===== src/rtl/core/fdl_pkg.sv =====
// Shared constants, types and an elaboration-time sine table function of the flanger delay line.
`default_nettype none

package fdl_pkg;

    localparam int SAMPLE_W    = 16;
    localparam int CFG_IDX_W   = 2;
    localparam int CFG_DATA_W  = 20;
    localparam int BASE_W      = 20;
    localparam int DEPTH_W     = 20;
    localparam int STEP_W      = 16;
    localparam int LINE_LEN_W  = 13;
    localparam int PHASE_W     = 16;
    localparam int SINE_W      = 15;
    localparam int DLY_W       = 22;
    localparam int MAG_W       = 21;
    localparam int MUL_A_W     = 21;

    localparam int LINE_DEPTH_DEF   = 4096;
    localparam int SINE_ENTRIES_DEF = 256;
    localparam int FRAC_BITS_DEF    = 8;

    localparam logic [BASE_W-1:0]     BASE_RST  = BASE_W'(61440);
    localparam logic [DEPTH_W-1:0]    DEPTH_RST = DEPTH_W'(24576);
    localparam logic [STEP_W-1:0]     STEP_RST  = STEP_W'(1);
    localparam logic [LINE_LEN_W-1:0] LEN_RST   = LINE_LEN_W'(336);

    localparam logic [SINE_W-1:0] QUARTER_TURN = SINE_W'(16384);

    localparam int SAT_MAX = 32767;
    localparam int SAT_MIN = -32768;

    localparam longint Q30_ONE     = 64'sd1073741824;
    localparam longint Q30_HALF_PI = 64'sd1686629713;
    localparam longint Q15_MAX     = 64'sd32767;

    typedef enum logic [CFG_IDX_W-1:0] {
        CFG_BASE_DELAY  = 2'd0,
        CFG_MOD_DEPTH   = 2'd1,
        CFG_PHASE_STEP  = 2'd2,
        CFG_LINE_LENGTH = 2'd3
    } t_cfg_idx;

    typedef struct packed {
        logic busy;
        logic done;
    } t_rem_stat;

    function automatic logic [SINE_W-1:0] sine_q15(input longint x);
        longint term;
        longint sum;
        longint v;
        term = x;
        sum  = x;
        for (int n = 1; n <= 6; n++) begin
            term = term * x / Q30_ONE;
            term = term * x / Q30_ONE;
            unique case (n)
                1:       term = -term / 64'sd6;
                2:       term = -term / 64'sd20;
                3:       term = -term / 64'sd42;
                4:       term = -term / 64'sd72;
                5:       term = -term / 64'sd110;
                default: term = -term / 64'sd156;
            endcase
            sum  = sum + term;
        end
        if (sum < 0) begin
            sum = 0;
        end
        v = (sum * Q15_MAX + Q30_ONE / 2) / Q30_ONE;
        if (v > Q15_MAX) begin
            v = Q15_MAX;
        end
        return v[SINE_W-1:0];
    endfunction

endpackage

`default_nettype wire


===== src/rtl/core/fdl_rem.sv =====
// Iterative restoring remainder unit, one dividend bit per cycle.
`default_nettype none

module fdl_rem #(
    parameter int DVD_W = 21,
    parameter int DVS_W = 21
) (
    input  wire logic               i_clk,
    input  wire logic               i_rst_n,
    input  wire logic               i_start,
    input  wire logic [DVD_W-1:0]   i_dividend,
    input  wire logic [DVS_W-1:0]   i_divisor,
    output fdl_pkg::t_rem_stat      o_stat,
    output logic      [DVS_W-1:0]   o_rem
);

    import fdl_pkg::*;

    localparam int CNT_W = $clog2(DVD_W + 1);

    logic             r_busy;
    logic [CNT_W-1:0] r_cnt;
    logic [DVD_W-1:0] r_dvd;
    logic [DVS_W-1:0] r_rem;
    logic [DVS_W:0]   trial;
    logic [DVS_W:0]   diff;
    logic             take;

    assign trial = {r_rem, r_dvd[DVD_W-1]};
    assign take  = trial >= {1'b0, i_divisor};
    assign diff  = trial - {1'b0, i_divisor};

    always_ff @(posedge i_clk) begin
        if (!i_rst_n) begin
            r_busy <= 1'b0;
            r_cnt  <= '0;
        end else if (i_start) begin
            r_busy <= 1'b1;
            r_cnt  <= CNT_W'(DVD_W);
        end else if (r_busy) begin
            if (r_cnt != '0) begin
                r_cnt <= r_cnt - CNT_W'(1);
            end else begin
                r_busy <= 1'b0;
            end
        end
    end

    always_ff @(posedge i_clk) begin
        if (i_start) begin
            r_dvd <= i_dividend;
            r_rem <= '0;
        end else if (r_busy && r_cnt != '0) begin
            r_dvd <= {r_dvd[DVD_W-2:0], 1'b0};
            r_rem <= take ? diff[DVS_W-1:0] : trial[DVS_W-1:0];
        end
    end

    assign o_stat.busy = r_busy;
    assign o_stat.done = r_busy && (r_cnt == '0);
    assign o_rem       = r_rem;

endmodule

`default_nettype wire

===== config.mk =====
export PLATFORM = sky130hd
export DESIGN_NAME = fdl_rem
export DESIGN_NICKNAME = d
export VERILOG_FILES = /design/src/rtl/core/fdl_pkg.sv /design/src/rtl/core/fdl_rem.sv
export SDC_FILE = /design/constraint.sdc
export NUM_CORES = 1
export LEC_CHECK = 0
export ABC_AREA = 1
export BUFFER_PORTS_ARGS = -buffer_cell sky130_fd_sc_hd__buf_2
export CAP_MARGIN = 40
export CORE_MARGIN = 2
export CORE_UTILIZATION = 45
export CTS_BUF_LIST = sky130_fd_sc_hd__clkbuf_4
export CTS_CLUSTER_SIZE = 40
export DETAILED_ROUTE_END_ITERATION = 10
export PLACE_DENSITY = 0.65
export SYNTH_ARGS = -nofsm -noshare
export SYNTH_HDL_FRONTEND = slang
export SYNTH_SLANG_ARGS = --single-unit

===== constraint.sdc =====
create_clock -name i_clk -period 7 [get_ports i_clk]
set_clock_uncertainty 0.2 [all_clocks]
set_input_delay 0.7 -clock i_clk [delete_from_list [all_inputs] [get_ports i_clk]]
set_output_delay 0.7 -clock i_clk [all_outputs]
set_load 0.1 [all_outputs]

Yosys cells after proc, flatten, opt, wreduce, memory -nomap -nowiden
Index checks and enable logic that the tools add are counted.
{ "word_totals": {"out_inout_bits": 23, "elab_cells": 28, "ff_bits": 48, "input_bits": 45} }
{ "classes": {"n_reduce_logical": 10, "bitwise": 1, "order_cmp": 1, "addsub": 2, "mux": 9} }
{ "op_table": {"columns": ["operator", "n"], "rows": [
  ["$mux W21", 3],
  ["$ge A22 B21 Y1", 1],
  ["$sub A21 B21 Y21", 1],
  ["$mux W5", 3],
  ["$reduce_bool A2 Y1", 3],
  ["$logic_not A5 Y1", 1],
  ["$reduce_bool A5 Y1", 1],
  ["$sub A5 B1 Y5 const B", 1],
  ["$reduce_and A2 Y1", 2],
  ["$mux W1", 3],
  ["$logic_and A1 B1 Y1", 2],
  ["$reduce_or A2 Y1", 1],
  ["$not A1 Y1", 1]
]} }

Depth between registers and ports, before layout
Gate-level depths: netlist of run 1.
{ "depth": {"depth_word": 4, "depth_mapped": 17, "depth_no_buf": 16} }

Worst setup path after synthesis of run 1
Ideal clock, no wire load.
{ "synth_path": {"path_type": "register to output", "startpoint": "register r_cnt[0]", "endpoint": "output o_stat[0] in the netlist's numbering", "path_buffers": 0, "required_ns": 6.100, "stages_incl_launch_ff": 5, "path_slack_ns": 4.250, "arrival_time_ns": 1.850, "cell_sequence": "dfxtp_1 inv_1 ha_1 nand3_1 nor2_1"} }
{ "synth_rtl": {"columns": ["item", "line_no", "rtl"], "rows": [
  ["from (decl)", "fdl_rem.sv:22", "logic [CNT_W-1:0] r_cnt;"],
  ["from (signal assigned)", "fdl_rem.sv:39", "r_cnt <= CNT_W'(DVD_W);"],
  ["from (signal assigned)", "fdl_rem.sv:42", "r_cnt <= r_cnt - CNT_W'(1);"],
  ["to (decl)", "fdl_rem.sv:13", "output fdl_pkg::t_rem_stat o_stat,"]
]} }

Worst setup path after layout of run 1
{ "layout_path": {"startpoint": "register r_dvd[20]", "endpoint": "register r_rem[3] (netlist: o_rem[3])"} }
{ "layout_via": {"elab_chain_len": 2, "elab_cells_between_ends": 3, "classes_between": "add/sub: 1; order compare: 1; mux: 1"} }
{ "layout_lines": {"columns": ["item", "line_no", "rtl"], "rows": [
  ["from (decl)", "fdl_rem.sv:23", "logic [DVD_W-1:0] r_dvd;"],
  ["from (signal assigned)", "fdl_rem.sv:51", "r_dvd <= i_dividend;"],
  ["from (signal assigned)", "fdl_rem.sv:54", "r_dvd <= {r_dvd[DVD_W-2:0], 1'b0};"],
  ["$sub A21 B21 Y21 or $ge A22 B21 Y1 (tied branches)", "fdl_rem.sv:31, fdl_rem.sv:30", null],
  ["$mux W21 (*)", "fdl_rem.sv:55", "r_rem <= take ? diff[DVS_W-1:0] : trial[DVS_W-1:0];"],
  ["to (signal assigned)", "fdl_rem.sv:55", null],
  ["to (decl)", "fdl_rem.sv:24", "logic [DVS_W-1:0] r_rem;"]
]} }
Mark *: on every way between the ends. The rest lies on a longest branch, timed or not.
A chain may end at the register's enable or synchronous reset.

==> run_results.csv, run 1 <==
group,metric,value,unit
outcome,status,"finished clean",
place,dpl_cell_area,0.004224,mm^2
floorplan,die_area,0.009216,mm^2
detailed_routing,wire_per_inst,12.34,um
global_routing,grt_usage,20.96,%
detailed_routing,vias,3637,
floorplan,ioPinCount,68,
global_routing,grt_max_degree,28,
hold_path,hold_depth,2,
clocking,cts_setup_buffers,0,
detailed_routing,final_antenna_net_count,0,
floorplan,floorplan.initialDensity,46.35,%
detailed_routing,via_per_inst,4.849,
clocking,cts_made_buffers,5,
clocking,cts_hold_buffers,0,
floorplan,dieHeight,96,um
final_layout,final_area,0.004283,mm^2
setup_path,r2r-start,"r_dvd[20]$_DFFE_PP_",
place,gp_congestion,0.9506,
hold_path,min_from,"r_cnt[3]$_SDFFE_PP0P_",
clocking,cts_resized,0,
clocking,numClockSinks,48,
setup_path,worstPathRequired,7.13,ns
power,power.density,135.9,mW/mm^2
setup_path,reg2reg_depth,15,
setup_path,r2r_slack,4.17,ns
place,dp_hpwl,7135,um
job,drv_cap,0,
sta,finalSetupTns,0,ns
sta,relSlewSlack,54.09,%
setup_path,crit_fanout,23,
clocking,cts_max_path_buffers,2,
global_routing,antenna_found_initial,0,
hold_path,hold_class,"flip-flop to flip-flop",
setup_path,crit_arrival,2.96,ns
synth,ys_ff_latch,48,
sta,worst_pin_slew,0.6870,ns
setup_path,critical_path_class,"flip-flop to flip-flop",
final_layout,final_cell_count_no_fill,750,
clocking,clock-root-buffer,"clkbuf_4",
clocking,clk_latency,0.39,ns
place,pre_cts_ws,3.831,ns
setup_path,critPathLaunchType,"flip-flop",
place,io_buffers,67,
place,dp_cells,742,
floorplan,rows,33,
hold_path,whs_endpoint,"r_cnt[3]$_SDFFE_PP0P_",
final_layout,drive_gt1_share,16.43,%
sta,drv_slew,0,
sta,period_minus_slack,2.827,ns
sta,finalHoldViolCount,0,
detailed_routing,post-route-drc-count,0,
setup_path,worstSetupEndpointType,"flip-flop",
synth,synth_area,0.003809,mm^2
global_routing,grt_overflow,0,
setup_path,r2r-end,"o_rem[3]$_SDFFE_PP0P_",
clocking,cts_tree,"done",
final_layout,multiInputGateArea,0.002157,mm^2
final_layout,antenna-diode-count,0,
final_layout,fin_util,52.12,%
clocking,htreeDepth,2,
sta,period_share,40.39,%
synth,avgSynthCellArea,6.544,um^2
detailed_routing,drt_iter0_markers,113,
final_layout,fill_cells,882,
sta,clock.fmax,353.7,MHz
sta,rsz0062_at_grt,"no",
synth,yosysUniqueCellTypes,35,
global_routing,grt_pass1_wl,15230,um
sta,setup_viol,0,
final_layout,num-nets-final,713,
final_layout,syn_to_final_growth,12.45,%
detailed_routing,wl,9258,um
floorplan,core-area,0.008217,mm^2
sta,worst_slack,4.173,ns
global_routing,grt_pass1_vias,3413,
synth,ys_warn_count,0,
sta,worst_hold_slack,0.2917,ns
floorplan,die_w,96,um
power,vdd.ir_drop.worst,78.20,uV
final_layout,regArea,0.001171,mm^2
detailed_routing,firstDrtPassIters,5,
power,power,582.1,uW
synth,postSynthCellCount,582,
synth,syn_nets,651,
clocking,path_clk_slew,0.17,ns
synth,synth_seq_area_share,30.75,%
power,power_leakage,2.453,nW
==> cell type report <==
| class | count | share of cell area [%] |
|---|---|---|
| clock buffers | 5 | 0.8764 |
| clock inverters | 3 | 0.4966 |
| inverters | 100 | 8.764 |
| multi-input cells | 419 | 50.37 |
| flip-flops and latches | 48 | 27.34 |
| well taps | 105 | 3.067 |
| repair buffers | 70 | 9.086 |
==> routing by layer <==
| layer | global-route usage [%] | wire length (um) | share of wire [%] |
|---|---|---|---|
| met1 | 25.87 | 4235 | 46 |
| met2 | 37.04 | 4478 | 48 |
| met3 | 3.446 | 414 | 4.5 |
| met4 | 6.667 | 129 | 1.4 |
| met5 | 0 | 0 | 0 |
==> cell usage after synthesis, drive strengths merged <==
cell | count | area share (%)
clkinv | 2 | 0.20
ha | 23 | 7.6
xnor2 | 7 | 1.6
clkbuf | 5 | 0.49
xor2 | 2 | 0.46
buf | 10 | 2.3
nor2 | 35 | 3.9
o21ai | 9 | 1.3
edfxtp | 21 | 17
nor3 | 6 | 0.92
nand3 | 61 | 9.1
fa | 1 | 0.53
nand3b | 14 | 2.8
a21oi | 18 | 2.6
o21bai | 2 | 0.39
nor4 | 1 | 0.56
inv | 98 | 9.7
nand2 | 233 | 24
o21a | 2 | 0.39
dfxtp | 27 | 14
nand4 | 4 | 0.66
and2 | 1 | 0.16
==> power by group <==
part,total (mW),internal [mW],switching (mW)
Clock,0.151,0.0411,0.110
Sequential,0.318,0.312,0.00561
Combinational,0.113,0.0397,0.0736
==> registers in the layout, summed over array words and instances (netlist names) <==
signal / count
r_cnt: 5
r_busy: 1
r_dvd: 21
o_rem: 21
==> cells in the final DEF (no fill, tap or decap), types with 3 or more instances in the layout <==
master      n
nor3_1      5
clkbuf_4    5
edfxtp_1   21
inv_1      96
nand3_2     8
nand4_1     4
o21ai_0     4
dfxtp_1    27
ha_1       23
clkinv_1    3
buf_2      67
nand2_2     6
nor2_2      5
nand3_1    53
nand3b_1   14
o21ai_1     4
nor2_1     29
nand2_1   225
xnor2_1     7
a21oi_1    16
==> kinds of logic after synthesis <==
logic type	after synthesis	share of synthesized area, %
buffers and inverters	115	12.68
DFF	48	30.75
adders and majority gates	24	8.082
and+or+nand+nor	355	41.79
AOI/OAI and AO/OA	31	4.632
xor gates and xnor gates	9	2.070
==> worst max-delay path, stage by stage (launching register included) <==
cell	delay, ns
edfxtp_1	0.39
inv_1	0.08
ha_1	0.14
inv_1	0.07
fa_1	0.44
nand2_1	0.10
nand2_1	0.09
nand3_1	0.09
nand2_1	0.10
nand2_1	0.13
nand2_2	0.10
nand2_4	0.27
nand2_4	0.26
nand2_1	0.14
nand3_1	0.07
o21ai_1	0.11
==> worst max path at each step <==
| stage | start | to | slack (ns) | cells after the start |
|---|---|---|---|---|
| 2_1_floorplan | r_cnt[0]$_SDFFE_PN0P_ | o_stat[0] | 4.25 | 4 |
| 3_3_place_gp | i_divisor[0] | o_rem[3]$_SDFFE_PP0P_ | 3.84 | 15 |
| 3_5_place_dp | i_divisor[0] | o_rem[3]$_SDFFE_PP0P_ | 3.83 | 15 |
| 4_1_cts | r_dvd[20]$_DFFE_PP_ | o_rem[3]$_SDFFE_PP0P_ | 4.17 | 15 |
| 5_1_grt | r_dvd[20]$_DFFE_PP_ | o_rem[3]$_SDFFE_PP0P_ | 3.96 | 15 |
| 6_report | r_dvd[20]$_DFFE_PP_ | o_rem[3]$_SDFFE_PP0P_ | 4.17 | 15 |
Power figures use the tool's default switching activity.
==> inputs of run 2 (changes only) <==
--- a/config.mk
+++ b/config.mk
@@ -13,7 +13,7 @@
 export CTS_BUF_LIST = sky130_fd_sc_hd__clkbuf_4
 export CTS_CLUSTER_SIZE = 40
 export DETAILED_ROUTE_END_ITERATION = 10
-export PLACE_DENSITY = 0.65
+export PLACE_DENSITY = 0.67
 export SYNTH_ARGS = -nofsm -noshare
 export SYNTH_HDL_FRONTEND = slang
 export SYNTH_SLANG_ARGS = --single-unit
==> constraint.sdc (replaced) <==
create_clock -name i_clk -period 2.4 [get_ports i_clk]
set_clock_uncertainty 0.2 [all_clocks]
set_input_delay 0.24 -clock i_clk [delete_from_list [all_inputs] [get_ports i_clk]]
set_output_delay 0.24 -clock i_clk [all_outputs]
set_load 0.1 [all_outputs]
==> run_results.csv, run 2 (synthesis results as in run 1) <==
group,metric,value,unit
global_routing,grt_pass1_vias,3561,
floorplan,die_w,96,um
power,intPower,1.283,mW
sta,period_share,95.42,%
global_routing,grt_overflow,0,
final_layout,fin_util,57.38,%
power,p_sw,546.6,uW
setup_path,cpLargestDelayFamily,"simple AND/OR/NAND/NOR gates",
sta,finalHoldViolCount,0,
global_routing,grt_pass1_wl,15500,um
floorplan,floorplan.initialDensity,46.35,%
final_layout,drive_gt1_share,21.88,%
job,drv_cap,0,
global_routing,antenna_found_initial,0,
clocking,cts_made_buffers,5,
setup_path,critPathLaunchType,"flip-flop",
setup_path,worstPathRequired,2.49,ns
final_layout,layout_commonest_cell,"nand2_1",
power,power.density,388.1,mW/mm^2
power,pwr-share-clk,29.5,%
place,dp_cells,754,
sta,worst_pin_slew,0.5691,ns
place,pre_cts_ws,-0.002574,ns
final_layout,num-nets-final,749,
sta,drv_slew,0,
final_layout,antenna-diode-count,0,
setup_path,path_cells,"inv_2, ha_4, inv_2, fa_2, nand2_2, nand2_2, nand3_2, nand2_2, nand2_2, nand2_4, nand2_8, buf_12, nand3_2, nand2_1, clkinv_1, nand2_1, nand2_1",
setup_path,cp_slowest_cell,"edfxtp_1",
final_layout,syn_to_final_growth,23.78,%
setup_path,path_common_cell,"nand2_2",
hold_path,hold_class,"primary input to flip-flop",
sta,worst_slack,0.1098,ns
outcome,status,"finished clean",
detailed_routing,drt_iter0_markers,183,
floorplan,core-area,0.008217,mm^2
clocking,numClockSinks,48,
detailed_routing,vias,3813,
setup_path,slowest_delay,0.41,ns
floorplan,rows,33,
detailed_routing,wire_per_inst,12.13,um
setup_path,crit_fanout,6,
clocking,clk_latency,0.38,ns
clocking,path_clk_slew,0.17,ns
setup_path,crit_arrival,2.38,ns
setup_path,critical_path_class,"flip-flop to flip-flop",
floorplan,ioPinCount,68,
sta,relSlewSlack,62.02,%
global_routing,grt_usage,21.05,%
clocking,cts_max_path_buffers,2,
setup_path,worstSetupEndpointType,"flip-flop",
power,p_seq_share,50.6,%
place,gp_congestion,0.9913,
final_layout,multiInputGateArea,0.002207,mm^2
power,p_sw_share,29.88,%
sta,period_minus_slack,2.290,ns
final_layout,regArea,0.001196,mm^2
power,combPwrFrac,19.9,%
power,power_leakage,2.627,nW
place,dp_hpwl,6893,um
clocking,cts_tree,"done",
detailed_routing,final_antenna_net_count,0,
final_layout,final_cell_count_no_fill,786,
clocking,clock-root-buffer,"clkbuf_4",
power,vdd.ir_drop.worst,282.5,uV
detailed_routing,wl,9531,um
clocking,htreeDepth,2,
sta,setup_viol,0,
detailed_routing,post-route-drc-count,0,
detailed_routing,via_per_inst,4.851,
floorplan,die_area,0.009216,mm^2
setup_path,path_buf_inv,4,
detailed_routing,firstDrtPassIters,4,
final_layout,final_cell_mix,"nand2_1 (221), inv_1 (94), buf_2 (67), nand3_1 (52), nor2_1 (30)",
sta,clock.fmax,436.6,MHz
floorplan,dieHeight,96,um
place,io_buffers,67,
global_routing,grt_max_degree,28,
final_layout,fill_cells,794,
## run 2: worst paths after layout
check	startpoint	to	slack, ns	cells after the start
max	r_dvd[20]$_DFFE_PP_	o_rem[19]$_SDFFE_PP0P_	0.11	17
min	i_divisor[0]	o_rem[0]$_SDFFE_PP0P_	0.07	5
max reg2reg	r_dvd[20]$_DFFE_PP_	o_rem[19]$_SDFFE_PP0P_	0.11	17
min reg2reg	o_rem[6]$_SDFFE_PP0P_	o_rem[6]$_SDFFE_PP0P_	0.28	2
## run 2: through the flow
step                      hold WS, ns  instance area (um^2)  power [mW]  setup TNS [ns]
after floorplan                0.1376                  3834       1.170               0
after global placement         0.2539                  4305       1.266               0
after detailed placement       0.2583                  4305       1.270       -0.002574
after CTS                     0.05774                  4617       1.839               0
after global routing          0.05493                  4715       1.938         -0.2660
final                         0.06834                  4715       1.829               0
## run 2: worst min-delay path, stage by stage
cell and delay [ns]:
buf_2 0.11, ha_4 0.13, nand2_1 0.04, nand3_1 0.06, o21ai_1 0.05
## run 2: layer usage
metal / track usage [%] / share of wire (%)
met5: 0 / 0
met4: 5.476 / 1.3
met3: 4.855 / 6.3
met2: 37.09 / 48
met1: 25.69 / 45
## run 2: area by class of cell
class	count	area share, %
Clock inverter	3	1.062
Tap cell	105	2.787
Clock buffer	5	0.7962
Timing Repair Buffer	106	15.21
Multi-Input combinational cell	419	46.82
Sequential cell	48	25.37
Inverter	100	7.962
## run 2: what timing repair did
| action | in CTS | in global routing |
|---|---|---|
| cloned | 0 | 1 |
| endpoints found under the hold margin | 25 | 0 |
| setup buffers | 0 | 1 |
| setup endpoints to repair | 6 | 21 |
| resized for setup | 1 | 16 |
| hold buffers | 22 | 0 |
| pin swaps | 0 | 2 |
## run 2: power by group through the flow
stage / Combinational, mW / Clock (mW) / Sequential [mW]
after floorplan: 0.216 / 0 / 0.954
after global placement: 0.323 / 0 / 0.944
after detailed placement: 0.326 / 0 / 0.944
after CTS: 0.354 / 0.559 / 0.927
after global routing: 0.409 / 0.597 / 0.932
final: 0.364 / 0.539 / 0.926
==> inputs of run 3 (changes only) <==
--- a/config.mk
+++ b/config.mk
@@ -5,7 +5,7 @@
 export SDC_FILE = /design/constraint.sdc
 export NUM_CORES = 1
 export LEC_CHECK = 0
-export ABC_AREA = 1
+export ABC_AREA = 0
 export BUFFER_PORTS_ARGS = -buffer_cell sky130_fd_sc_hd__buf_2
 export CAP_MARGIN = 40
 export CORE_MARGIN = 2
@@ -13,7 +13,9 @@
 export CTS_BUF_LIST = sky130_fd_sc_hd__clkbuf_4
 export CTS_CLUSTER_SIZE = 40
 export DETAILED_ROUTE_END_ITERATION = 10
-export PLACE_DENSITY = 0.67
+export MAX_ROUTING_LAYER = met4
+export PLACE_DENSITY = 0.68
+export SKIP_LAST_GASP = 1
 export SYNTH_ARGS = -nofsm -noshare
 export SYNTH_HDL_FRONTEND = slang
 export SYNTH_SLANG_ARGS = --single-unit
==> run_results.csv, run 3 <==
group,metric,value,unit
outcome,status,"finished, violations left",
outcome,violations,"negative setup slack",
clocking,numClockSinks,48,
synth,ys_ff_latch,48,
synth,synth_area,0.003367,mm^2
detailed_routing,vias,3349,
detailed_routing,via_per_inst,5.410,
sta,worst_slack,-0.5496,ns
sta,period_share,122.9,%
setup_path,crit_arrival,3.05,ns
sta,worst_pin_slew,0.5233,ns
setup_path,critical_path_class,"flip-flop to flip-flop",
floorplan,die_area,0.008190,mm^2
synth,synth_edf_count,21,
floorplan,die_w,90.50,um
place,io_buffers,67,
final_layout,final_area,0.004728,mm^2
power,p_seq_share,37.2,%
sta,relSlewSlack,64.75,%
power,p_sw_share,38.46,%
clocking,clock-root-buffer,"clkbuf_4",
place,dp_hpwl,6775,um
power,power_leakage,2.184,nW
synth,syn_nets,439,
sta,drv_slew,0,
power,pwr-share-clk,19.6,%
synth,synth.largest_area_cell,"edfxtp_1",
global_routing,grt_max_degree,37,
floorplan,ioPinCount,68,
clocking,cts_tree,"done",
place,dpl_cell_area,0.004287,mm^2
final_layout,num-nets-final,588,
detailed_routing,post-route-drc-count,0,
setup_path,crit_fanout,6,
final_layout,final_cell_mix,"buf_4 (68), buf_2 (66), a21oi_1 (29), o21ai_0 (27), inv_1 (26)",
detailed_routing,wire_per_inst,15.26,um
floorplan,core-area,0.007253,mm^2
floorplan,dieHeight,90.50,um
clocking,htreeDepth,2,
synth,yosysUniqueCellTypes,51,
job,drv_cap,0,
clocking,path_clk_slew,0.16,ns
floorplan,rows,31,
final_layout,layout_commonest_cell,"buf_4",
final_layout,fill_cells,615,
synth,ys_warn_count,0,
setup_path,worstSetupEndpointType,"flip-flop",
synth,postSynthCellCount,370,
sta,clock.fmax,339.0,MHz
sta,rsz0062_at_grt,"yes",
synth,synth_commonest_cells,"a21oi_1 (31), dfxtp_1 (27), inv_1 (27), o21ai_0 (27), ha_1 (23)",
power,combPwrFrac,43.3,%
floorplan,floorplan.initialDensity,46.42,%
place,pre_cts_ws,-0.5626,ns
power,p_sw,1.023,mW
synth,synth_seq_area_share,34.78,%
sta,setup_viol,21,
synth,postSynth.asyncResetShare,0,%
global_routing,grt_pass1_vias,3286,
power,power.density,562.5,mW/mm^2
global_routing,grt_usage,23.64,%
final_layout,antenna-diode-count,0,
setup_path,r2r_slack,-0.55,ns
power,intPower,1.637,mW
hold_path,hold_class,"primary input to flip-flop",
final_layout,final_cell_count_no_fill,619,
synth,yosys.cell_count.top_type,"a21oi_1",
final_layout,fin_util,65.19,%
detailed_routing,final_antenna_net_count,0,
place,gp_congestion,1.009,
synth,avgSynthCellArea,9.100,um^2
sta,period_minus_slack,2.950,ns
detailed_routing,wl,9448,um
synth,synthFlopType,"dfxtp_1",
setup_path,worstPathRequired,2.50,ns
detailed_routing,drt_iter0_markers,145,
sta,finalSetupTns,-10.73,ns
setup_path,critPathLaunchType,"flip-flop",
sta,finalHoldViolCount,0,
synth,yosys.area.top_type_share,18.73,%
clocking,clk_latency,0.38,ns
detailed_routing,firstDrtPassIters,4,
global_routing,grt_overflow,0,
final_layout,drive_gt1_share,40.19,%
place,dp_cells,584,
final_layout,multiInputGateArea,0.002064,mm^2
global_routing,grt_pass1_wl,15390,um
final_layout,regArea,0.001206,mm^2
global_routing,antenna_found_initial,0,
final_layout,syn_to_final_growth,40.43,%
clocking,cts_max_path_buffers,2,
clocking,cts_made_buffers,5,
power,vdd.ir_drop.worst,374.2,uV
synth,synthTopCellsByArea,"edfxtp_1 (19%), dfxtp_1 (16%), ha_1 (8.5%), mux2_2 (6.7%), a21oi_1 (4.6%)",
run 3: changes by cell type after synthesis, sizes merged, moves of 19 or more:
cell	delta
inv	-71
mux2	+20
nand2	-214
nand3	-53
nor2	-22
o21ai	+19
run 3: critical path: stages (launching register included):
cell and delay [ns]:
edfxtp_1 0.42, inv_1 0.08, ha_2 0.18, inv_2 0.04, fa_2 0.34, a21o_1 0.18, a221o_1 0.34, a221oi_4 0.31
o21ai_2 0.11, buf_6 0.14, a21oi_4 0.16, buf_4 0.14, buf_6 0.11, a22oi_2 0.05, o31ai_1 0.06
run 3: layer usage:
metal	up-vias	part of all wire, %	track usage (%)
li1	1661	-	-
met1	1557	44	30.00
met2	112	49	39.99
met3	19	4.9	2.922
met4	0	1.9	6.282
met5	-	0	-
run 3: timing repair:
| item | 4_1_cts | 5_1_grt |
|---|---|---|
| hold buffers | 22 | 0 |
| resized for setup | 15 | 8 |
| buffers inserted | 2 | 2 |
| pin swaps | 16 | 4 |
| cloned | 1 | 0 |
| endpoints found under the hold margin | 27 | 0 |
| endpoints found under the setup margin | 22 | 22 |
run 3: through the flow:
step                      total power, mW  hold slack (ns)
after global routing                2.785           0.1427
final                               2.660           0.1198
after floorplan                     1.724           0.1617
after global placement              2.045           0.2969
after CTS                           2.639           0.1030
after detailed placement            2.067           0.3036
run 3: layout make-up:
class | instances | share of cell area [%]
multi-input combinational | 274 | 43.66
sequential | 48 | 25.51
timing repair buffer | 163 | 24.29
tap | 99 | 2.620
inverter | 27 | 2.143
clock inverter | 3 | 0.9791
clock buffer | 5 | 0.7939
run 3: logic make-up (layout without fill, tap and decap cells):
group	Yosys count	in the layout	share of synthesized area, %
AO/OA/AOI/OAI	110	110	21.11
XOR/XNOR	18	18	4.682
adder cells (fa/ha/maj)	24	24	9.142
buffers and inverters	48	198	6.354
flip-flops	48	48	34.78
multiplexers	29	29	9.365
AND/OR/NAND/NOR	93	93	14.57
run 3: worst paths after layout:
| check | from | depth (start not counted) | to |
|---|---|---|---|
| worst max-delay path | r_dvd[20]$_DFFE_PP_ | 14 | o_rem[19]$_SDFFE_PP0P_ |
| worst min-delay path | i_divisor[0] | 4 | o_rem[0]$_SDFFE_PP0P_ |
| worst max register to register | r_dvd[20]$_DFFE_PP_ | 14 | o_rem[19]$_SDFFE_PP0P_ |
| worst min register to register | r_cnt[1]$_SDFFE_PP0P_ | 2 | r_cnt[1]$_SDFFE_PP0P_ |
run 3: power groups by stage:
| stage | clock (mW) | sequential (mW) | combinational [mW] |
|---|---|---|---|
| floorplan | 0 | 1.21 | 0.515 |
| global placement | 0 | 1.00 | 1.04 |
| detailed placement | 0 | 1.00 | 1.06 |
| CTS | 0.531 | 0.987 | 1.12 |
| global route | 0.552 | 0.997 | 1.24 |
| finish | 0.520 | 0.989 | 1.15 |
